$ cat config.mk
export PLATFORM = sky130hd
export DESIGN_NAME = stream_find_and_replace_unit
export DESIGN_NICKNAME = d
export VERILOG_FILES = /design/src/design/sfr_pkg.sv /design/src/design/stream_find_and_replace_unit.sv /design/src/design/sfr_datapath.sv /design/src/design/sfr_controller.sv
export SDC_FILE = /design/constraint.sdc
export NUM_CORES = 1
export LEC_CHECK = 0
export ABC_AREA = 1
export BUFFER_PORTS_ARGS = -buffer_cell sky130_fd_sc_hd__buf_4
export CAP_MARGIN = 40
export CORE_UTILIZATION = 50
export CTS_CLUSTER_DIAMETER = 60
export DETAILED_ROUTE_END_ITERATION = 16
export PLACE_DENSITY_LB_ADDON = 0.2
export REMOVE_ABC_BUFFERS = 1
export SLEW_MARGIN = 25
export SYNTH_ARGS = -nofsm -noshare
export SYNTH_HDL_FRONTEND = slang
export SYNTH_HIERARCHICAL = 1
export SYNTH_SLANG_ARGS = --single-unit
$ cat constraint.sdc
create_clock -name i_clk -period 5.94 [get_ports i_clk]
set_clock_uncertainty 0.15 [all_clocks]
set_input_delay 0.891 -clock i_clk [delete_from_list [all_inputs] [get_ports i_clk]]
set_output_delay 0.891 -clock i_clk [all_outputs]
set_load 0.1 [all_outputs]
$ cat src/design/sfr_pkg.sv
// ----------------------------------------------------------------------------
// sfr_pkg
// Shared types and constants of the stream find-and-replace unit.
// ----------------------------------------------------------------------------
package sfr_pkg;

    localparam int MAX_PATTERN = 8;
    localparam int WIN_DEPTH   = (MAX_PATTERN < 8) ? MAX_PATTERN : 8;

    localparam int CHAR_W    = 8;
    localparam int STR_W     = 64;
    localparam int LEN_W     = 4;
    localparam int REP_MAX   = 8;
    localparam int REP_IDX_W = 3;
    localparam int SUM_W     = 5;
    localparam int CFG_IDX_W = 2;

    localparam logic [CFG_IDX_W-1:0] REG_TARGET_CHARS  = 2'd0;
    localparam logic [CFG_IDX_W-1:0] REG_TARGET_LEN    = 2'd1;
    localparam logic [CFG_IDX_W-1:0] REG_REPLACE_CHARS = 2'd2;
    localparam logic [CFG_IDX_W-1:0] REG_REPLACE_LEN   = 2'd3;

    typedef enum logic [1:0] {
        SRC_REP,
        SRC_POP,
        SRC_MARK
    } t_src;

    typedef struct packed {
        logic                 accept;
        logic                 emit;
        t_src                 src;
        logic [REP_IDX_W-1:0] rep_idx;
        logic                 eos;
        logic                 lor;
    } t_dp_cmd;

    typedef struct packed {
        logic             match;
        logic             full;
        logic [LEN_W-1:0] c_new;
        logic [LEN_W-1:0] rep_len;
    } t_dp_status;

endpackage

$ cat src/design/stream_find_and_replace_unit.sv
// ----------------------------------------------------------------------------
// stream_find_and_replace_unit
// Replaces each leftmost, non-overlapping occurrence of a target string in a
// character stream with a replacement string.
// ----------------------------------------------------------------------------
// The output sequencer emits one word per cycle from the output register
// while the output is not stalled, and the next input word is taken in the
// cycle that the final output word of the current one is loaded. A plain
// pass-through character therefore runs at one word per cycle while the
// output is not stalled; a match emits the replacement characters (only the
// bare end marker when the replacement is empty and nothing follows), and a
// last character that completes no match flushes every held character.
// Configuration writes are always ready and are meant to be made while the
// stream is idle; writing the target length discards held characters.
// ----------------------------------------------------------------------------
module stream_find_and_replace_unit import sfr_pkg::*; (
    input  logic                 i_clk,
    input  logic                 i_rst_n,
    input  logic                 i_cfg_valid,
    output logic                 o_cfg_ready,
    input  logic [CFG_IDX_W-1:0] i_cfg_index,
    input  logic [STR_W-1:0]     i_cfg_data,
    input  logic                 i_in_valid,
    output logic                 o_in_stall,
    input  logic [CHAR_W-1:0]    i_in_char,
    input  logic                 i_is_last,
    output logic                 o_out_valid,
    input  logic                 i_out_stall,
    output logic [CHAR_W-1:0]    o_out_char,
    output logic                 o_char_valid,
    output logic                 o_end_of_string,
    output logic                 o_last_of_run
);

    t_dp_cmd    cmd;
    t_dp_status status;

    assign o_cfg_ready = 1'b1;

    sfr_controller u_ctrl (
        .i_clk       (i_clk),
        .i_rst_n     (i_rst_n),
        .i_in_valid  (i_in_valid),
        .i_is_last   (i_is_last),
        .i_out_stall (i_out_stall),
        .i_status    (status),
        .o_in_stall  (o_in_stall),
        .o_out_valid (o_out_valid),
        .o_cmd       (cmd)
    );

    sfr_datapath u_dp (
        .i_clk           (i_clk),
        .i_rst_n         (i_rst_n),
        .i_cfg_valid     (i_cfg_valid),
        .i_cfg_index     (i_cfg_index),
        .i_cfg_data      (i_cfg_data),
        .i_in_char       (i_in_char),
        .i_cmd           (cmd),
        .o_status        (status),
        .o_out_char      (o_out_char),
        .o_char_valid    (o_char_valid),
        .o_end_of_string (o_end_of_string),
        .o_last_of_run   (o_last_of_run)
    );

endmodule

$ cat src/design/sfr_datapath.sv
// ----------------------------------------------------------------------------
// sfr_datapath
// Configuration registers, character window with insert and shift, target
// compare and the output word register.
// ----------------------------------------------------------------------------
module sfr_datapath import sfr_pkg::*; (
    input  logic                 i_clk,
    input  logic                 i_rst_n,
    input  logic                 i_cfg_valid,
    input  logic [CFG_IDX_W-1:0] i_cfg_index,
    input  logic [STR_W-1:0]     i_cfg_data,
    input  logic [CHAR_W-1:0]    i_in_char,
    input  t_dp_cmd              i_cmd,
    output t_dp_status           o_status,
    output logic [CHAR_W-1:0]    o_out_char,
    output logic                 o_char_valid,
    output logic                 o_end_of_string,
    output logic                 o_last_of_run
);

    logic [STR_W-1:0]  r_target_chars;
    logic [LEN_W-1:0]  r_target_len;
    logic [STR_W-1:0]  r_replace_chars;
    logic [LEN_W-1:0]  r_replace_len;
    logic [CHAR_W-1:0] r_win [WIN_DEPTH];
    logic [LEN_W-1:0]  r_cnt;
    logic [CHAR_W-1:0] r_out_char;
    logic              r_char_valid;
    logic              r_eos;
    logic              r_lor;

    logic [LEN_W-1:0]  tl;
    logic [LEN_W-1:0]  rl;
    logic              pop;
    logic [CHAR_W-1:0] base_win [WIN_DEPTH];
    logic [CHAR_W-1:0] ins_win  [WIN_DEPTH];
    logic [LEN_W-1:0]  base_cnt;
    logic [LEN_W-1:0]  ins_pos;
    logic [LEN_W-1:0]  c_new;
    logic              full;
    logic              match;

    always_comb begin
        if (r_target_len == '0) begin
            tl = LEN_W'(1);
        end else if (r_target_len > LEN_W'(WIN_DEPTH)) begin
            tl = LEN_W'(WIN_DEPTH);
        end else begin
            tl = r_target_len;
        end
        rl = (r_replace_len > LEN_W'(REP_MAX)) ? LEN_W'(REP_MAX) : r_replace_len;

        pop = i_cmd.emit && (i_cmd.src == SRC_POP);
        for (int k = 0; k < WIN_DEPTH; k++) begin
            base_win[k] = r_win[k];
        end
        if (pop) begin
            for (int k = 0; k < WIN_DEPTH - 1; k++) begin
                base_win[k] = r_win[k+1];
            end
        end
        base_cnt = pop ? (r_cnt - LEN_W'(1)) : r_cnt;
        ins_pos  = (base_cnt >= tl) ? '0 : base_cnt;
        for (int k = 0; k < WIN_DEPTH; k++) begin
            ins_win[k] = (ins_pos == LEN_W'(k)) ? i_in_char : base_win[k];
        end
        c_new = ins_pos + LEN_W'(1);
        full  = (c_new == tl);
        match = full;
        for (int k = 0; k < WIN_DEPTH; k++) begin
            if ((LEN_W'(k) < tl) && (ins_win[k] != r_target_chars[CHAR_W*k +: CHAR_W])) begin
                match = 1'b0;
            end
        end
    end

    assign o_status.match   = match;
    assign o_status.full    = full;
    assign o_status.c_new   = c_new;
    assign o_status.rep_len = rl;

    always_ff @(posedge i_clk) begin
        if (!i_rst_n) begin
            r_target_chars  <= '0;
            r_target_len    <= LEN_W'(1);
            r_replace_chars <= '0;
            r_replace_len   <= '0;
        end else if (i_cfg_valid) begin
            unique case (i_cfg_index)
                REG_TARGET_CHARS:  r_target_chars  <= i_cfg_data;
                REG_TARGET_LEN:    r_target_len    <= i_cfg_data[LEN_W-1:0];
                REG_REPLACE_CHARS: r_replace_chars <= i_cfg_data;
                REG_REPLACE_LEN:   r_replace_len   <= i_cfg_data[LEN_W-1:0];
                default: ;
            endcase
        end
    end

    // drop held characters when the target length is written
    always_ff @(posedge i_clk) begin
        if (!i_rst_n) begin
            r_cnt <= '0;
        end else if (i_cfg_valid && (i_cfg_index == REG_TARGET_LEN)) begin
            r_cnt <= '0;
        end else if (i_cmd.accept) begin
            r_cnt <= match ? '0 : c_new;
        end else if (pop) begin
            r_cnt <= r_cnt - LEN_W'(1);
        end
    end

    always_ff @(posedge i_clk) begin
        if (i_cmd.accept) begin
            r_win <= ins_win;
        end else if (pop) begin
            r_win <= base_win;
        end
    end

    always_ff @(posedge i_clk) begin
        if (i_cmd.emit) begin
            case (i_cmd.src)
                SRC_REP: begin
                    r_out_char   <= r_replace_chars[CHAR_W*i_cmd.rep_idx +: CHAR_W];
                    r_char_valid <= 1'b1;
                end
                SRC_POP: begin
                    r_out_char   <= r_win[0];
                    r_char_valid <= 1'b1;
                end
                default: begin
                    r_out_char   <= '0;
                    r_char_valid <= 1'b0;
                end
            endcase
            r_eos <= i_cmd.eos;
            r_lor <= i_cmd.lor;
        end
    end

    assign o_out_char      = r_out_char;
    assign o_char_valid    = r_char_valid;
    assign o_end_of_string = r_eos;
    assign o_last_of_run   = r_lor;

endmodule

$ cat src/design/sfr_controller.sv
// ----------------------------------------------------------------------------
// sfr_controller
// Sequencer for the output words of each input word: replacement characters,
// window pops and the bare end marker, plus the input and output handshakes.
// ----------------------------------------------------------------------------
module sfr_controller import sfr_pkg::*; (
    input  logic       i_clk,
    input  logic       i_rst_n,
    input  logic       i_in_valid,
    input  logic       i_is_last,
    input  logic       i_out_stall,
    input  t_dp_status i_status,
    output logic       o_in_stall,
    output logic       o_out_valid,
    output t_dp_cmd    o_cmd
);

    typedef enum logic [1:0] {
        ST_IDLE = 2'b01,
        ST_BUSY = 2'b10
    } t_state;

    t_state               r_state;
    t_state               n_state;
    logic [LEN_W-1:0]     r_rep_left;
    logic [LEN_W-1:0]     n_rep_left;
    logic [LEN_W-1:0]     r_pop_left;
    logic [LEN_W-1:0]     n_pop_left;
    logic                 r_mark;
    logic                 n_mark;
    logic                 r_last;
    logic                 n_last;
    logic [REP_IDX_W-1:0] r_rep_idx;
    logic [REP_IDX_W-1:0] n_rep_idx;
    logic                 r_out_valid;
    logic                 n_out_valid;

    logic             busy;
    logic             emit;
    logic             accept;
    logic             final_word;
    t_src             src;
    logic [SUM_W-1:0] left_sum;
    logic [LEN_W-1:0] new_rep;
    logic [LEN_W-1:0] new_pop;
    logic             new_mark;

    always_comb begin
        busy     = (r_state == ST_BUSY);
        emit     = busy && (!r_out_valid || !i_out_stall);
        left_sum = SUM_W'(r_rep_left) + SUM_W'(r_pop_left) + SUM_W'(r_mark);
        final_word = (left_sum == SUM_W'(1));
        if (r_rep_left != '0) begin
            src = SRC_REP;
        end else if (r_pop_left != '0) begin
            src = SRC_POP;
        end else begin
            src = SRC_MARK;
        end
        accept = i_in_valid && (!busy || (emit && final_word));

        new_rep = i_status.match ? i_status.rep_len : '0;
        if (i_status.match) begin
            new_pop = '0;
        end else if (i_is_last) begin
            new_pop = i_status.c_new;
        end else begin
            new_pop = i_status.full ? LEN_W'(1) : '0;
        end
        new_mark = i_is_last && (new_rep == '0) && (new_pop == '0);

        n_state = r_state;
        unique case (r_state)
            ST_IDLE: begin
                if (accept && ((new_rep != '0) || (new_pop != '0) || new_mark)) begin
                    n_state = ST_BUSY;
                end
            end
            ST_BUSY: begin
                if (accept) begin
                    n_state = ((new_rep != '0) || (new_pop != '0) || new_mark) ?
                              ST_BUSY : ST_IDLE;
                end else if (emit && final_word) begin
                    n_state = ST_IDLE;
                end
            end
            default: n_state = ST_IDLE;
        endcase

        n_rep_left = r_rep_left;
        n_pop_left = r_pop_left;
        n_mark     = r_mark;
        n_last     = r_last;
        n_rep_idx  = r_rep_idx;
        if (accept) begin
            n_rep_left = new_rep;
            n_pop_left = new_pop;
            n_mark     = new_mark;
            n_last     = i_is_last;
            n_rep_idx  = '0;
        end else if (emit) begin
            case (src)
                SRC_REP: begin
                    n_rep_left = r_rep_left - LEN_W'(1);
                    n_rep_idx  = r_rep_idx + REP_IDX_W'(1);
                end
                SRC_POP: n_pop_left = r_pop_left - LEN_W'(1);
                default: n_mark = 1'b0;
            endcase
        end

        n_out_valid = emit ? 1'b1 : (r_out_valid && i_out_stall);
    end

    always_ff @(posedge i_clk) begin
        if (!i_rst_n) begin
            r_state     <= ST_IDLE;
            r_rep_left  <= '0;
            r_pop_left  <= '0;
            r_mark      <= 1'b0;
            r_last      <= 1'b0;
            r_rep_idx   <= '0;
            r_out_valid <= 1'b0;
        end else begin
            r_state     <= n_state;
            r_rep_left  <= n_rep_left;
            r_pop_left  <= n_pop_left;
            r_mark      <= n_mark;
            r_last      <= n_last;
            r_rep_idx   <= n_rep_idx;
            r_out_valid <= n_out_valid;
        end
    end

    assign o_in_stall    = busy && !(emit && final_word);
    assign o_out_valid   = r_out_valid;
    assign o_cmd.accept  = accept;
    assign o_cmd.emit    = emit;
    assign o_cmd.src     = src;
    assign o_cmd.rep_idx = r_rep_idx;
    assign o_cmd.eos     = final_word && r_last;
    assign o_cmd.lor     = final_word;

endmodule
==> run metrics <==
fmax 177.0 MHz; Post-Synthesis Cell Area 13280 sq um; total gr overflow 0; FF+latch area 5376 sq um; Root Driver clkbuf_16; final net count 2006; Placed Cells 2210; status complete, no violations; diode count 0; I/O Buffers 92; highest metal layer with signal wires met5; pwr/cell area 355.8 nW/um^2; first-pass GRT wire length 61.21 mm; Setup crit end kind register; Multi-input gate area 6595 sq um; Synth Instances 1864; H-tree depth 1; Crit path arrival time 5.97 ns; number of global-route vias before repair 11670; Worst-Margin Slew 0.8250 ns; TritonRoute pass-1 iters 5; setup_tns 0 ns; routability cong. 0.9156; row count 59; drt via density 5.527; min cycle time layout 5.649 ns; Hold Path Origin u_dp/r_replace_chars[32]$_SDFFE_PN0P_; final period utilization 0.9509; Max-Cap Viols 0; layout cells sized above 1 0.1266; Sink Count 231; CTS tree yes; CP startpoint kind register; num ports 94; Worst path slowest cell dfxtp_1; WL final 39.13 mm; initial antenna violation count 1; main flop type after synthesis dfxtp_1; GRT Total Usage 0.2910; cell mode on critical path nand2_1; final setup fails 0; FF-to-FF Start u_ctrl/r_rep_left[1]$_SDFFE_PN0P_; Clock Latency Late Sink 0.56 ns; DR vias 12510; Starting Density 0.5098; fraction of registers with async set or reset after synthesis 0; number of synthesized flops with an enable pin 75; Initial DRC Count 1113; r2r worst-path depth 37; CTS Buf Count 28; Hold Fails Final Rpt 0; Die H 165.0 um; CTS clk-pin slew, worst paths 0.06 ns; CTS Buffer Depth 3; Min Hold Slack 0.2910 ns; Syn Area/Cell 7.127 sq um; area delta synth->final 13.91%; Seq/Total Area, Yosys 0.4046; Reg2Reg Setup Slack 0.29 ns; hold buffer count at CTS 0; Hold Crit Class register to register; WL met3 2.213 mm; static leakage 0.006607 uW; relative max-transition margin 0.4500; Synth Register Bits 231; fillcell total 2464; final non-filler cell total 2263; CORE AREA 26060 sq um; die area 27220 sq um; crit path max fanout 15; CP max stage delay 0.35 ns; reg-to-reg endpoint u_ctrl/r_state[0]$_SDFFE_PN1P_; Slew Viols, Final 0; VDD IR max 222.3 uV; HPWL after detailed placement 27.62 mm; WHS Path Cells 2; Warnings, synthesis 6; post-synth cell types 44; drt drc 0; critical path class register to register; Worst Path Required 6.26 ns; routed wl met2 18.08 mm; M1 WL 17.29 mm; DR WL/cell 17.29 um; die width 165.0 um; Worst Hold End u_dp/r_replace_chars[32]$_SDFFE_PN0P_; pin count of the biggest net entering global routing 90; Antenna Violating Nets Remaining 0
[stage by stage]
stage	util	worst slack [ns]	power, uW	cell area [sq um]
CTS	0.5773	0.03142	5365	15040
global placement	0.5405	-0.05769	3586	14080
global route	0.5807	-0.02575	5690	15130
detailed placement	0.5414	-0.2536	3625	14110
finish	0.5807	0.2914	5384	15130
floorplan	-	-0.4528	3156	12770
[area by class of cell]
type | count | share of cell area
multi-input cells | 1284 | 0.4358
clock inverters | 13 | 0.01050
clock buffers | 39 | 0.05036
well taps | 335 | 0.02770
flip-flops and latches | 231 | 0.3553
inverters | 243 | 0.06044
repair buffers | 118 | 0.05986
[sequential cells by signal, indices dropped and copies added (netlist names)]
name	cells
u_ctrl/r_rep_left	4
u_ctrl/o_out_valid	1
u_dp/r_cnt	4
u_ctrl/r_mark	1
u_dp/r_target_len	4
u_dp/r_target_chars	64
u_dp/r_replace_len	4
u_dp/o_out_char	8
u_dp/o_last_of_run	1
u_ctrl/r_state	2
u_ctrl/r_pop_left	4
u_ctrl/r_last	1
u_ctrl/r_rep_idx	3
u_dp/r_replace_chars	64
u_dp/o_end_of_string	1
u_dp/o_char_valid	1
u_dp/base_win	8
u_dp/r_win	56
[repair_timing]
action,CTS,global route
gates resized for setup,3,17
setup buffers,0,1
pin swaps,0,1
endpoints found under the setup margin,2,4
[Yosys cell counts (12+ instances only)]
cell,number,area [sq um]
ha_1,18,225.2
o21ai_0,276,1381
nand2_2,12,75.07
nand4_1,36,225.2
edfxtp_1,75,2252
dfxtp_1,156,3123
nand3b_1,19,142.6
nand3_1,115,575.6
nand2_1,406,1524
inv_1,231,867.1
a21oi_1,159,795.8
clkbuf_1,74,277.8
or2_2,14,87.58
nor2_1,117,439.2
o21ai_1,13,65.06
mux2i_1,17,170.2
[layer usage]
layer,up-vias,track usage
met3,85,0.03792
met4,2,0.1172
met5,-,0
met2,387,0.4859
met1,5788,0.3787
li1,6246,-
[placed cells by master (no fill, tap or decap), types with 3 or more instances in the layout]
| cell | count |
|---|---|
| a21oi_1 | 159 |
| ha_2 | 3 |
| nand3_1 | 112 |
| o211ai_1 | 11 |
| inv_2 | 9 |
| o21ai_0 | 276 |
| o221ai_1 | 8 |
| mux2i_1 | 17 |
| inv_1 | 230 |
| xnor2_1 | 4 |
| nand3_4 | 10 |
| clkbuf_1 | 9 |
| nand2_2 | 14 |
| buf_4 | 116 |
| nand2_1 | 403 |
| ha_1 | 15 |
| o21ai_1 | 13 |
| nand3_2 | 6 |
| nor3_1 | 5 |
| o21ai_2 | 8 |
| bufinv_16 | 3 |
| dfxtp_1 | 155 |
| clkbuf_16 | 28 |
| edfxtp_1 | 75 |
| nand4_1 | 36 |
| clkinv_2 | 7 |
| nor2_4 | 3 |
| or2_2 | 14 |
| nand3b_1 | 19 |
| clkinv_1 | 3 |
| nand2_4 | 3 |
| nor2_1 | 114 |
| xor2_1 | 11 |
| nor2_2 | 3 |
[critical path, delay by kind of cell, from the launching register on]
family | cells | cell delay, ns
buffers and inverters | 5 | 0.65
adders and majority gates | 3 | 0.74
AOI/OAI and AO/OA | 2 | 0.43
DFF | 1 | 0.35
and+or+nand+nor | 27 | 3.21
[worst max path at each step]
stage | from | endpoint | slack [ns] | cells after the start
after global routing | u_ctrl/r_pop_left[1]$_SDFFE_PN0P_ | u_ctrl/r_state[0]$_SDFFE_PN1P_ | -0.03 | 38
after CTS | u_ctrl/r_rep_left[1]$_SDFFE_PN0P_ | u_ctrl/r_state[0]$_SDFFE_PN1P_ | 0.03 | 32
final | u_ctrl/r_rep_left[1]$_SDFFE_PN0P_ | u_ctrl/r_state[0]$_SDFFE_PN1P_ | 0.29 | 37
after floorplan | i_out_stall | u_ctrl/r_state[0]$_SDFFE_PN1P_ | -0.45 | 35
after detailed placement | i_out_stall | u_ctrl/r_state[0]$_SDFFE_PN1P_ | -0.25 | 35
after global placement | i_out_stall | u_ctrl/r_state[1]$_SDFFE_PN0P_ | -0.06 | 36
[report_power, final]
part | internal [uW] | switching (uW) | total [uW] | leakage (uW)
combinational | 546 | 1120 | 1660 | 0.00414
clock | 1030 | 702 | 1730 | 0.000454
sequential | 1890 | 95.9 | 1990 | 0.00201
[kinds of logic after synthesis]
group | Yosys count | synth area share
xor gates and xnor gates | 15 | 0.009889
buffers and inverters | 349 | 0.1073
and+or+nand+nor | 748 | 0.2552
AOI/OAI and AO/OA | 483 | 0.1900
DFF | 231 | 0.4046
muxes | 17 | 0.01281
adders and majority gates | 20 | 0.01997
other | 1 | 0.0002823
No activity file was read; power rests on OpenSTA's default activity.
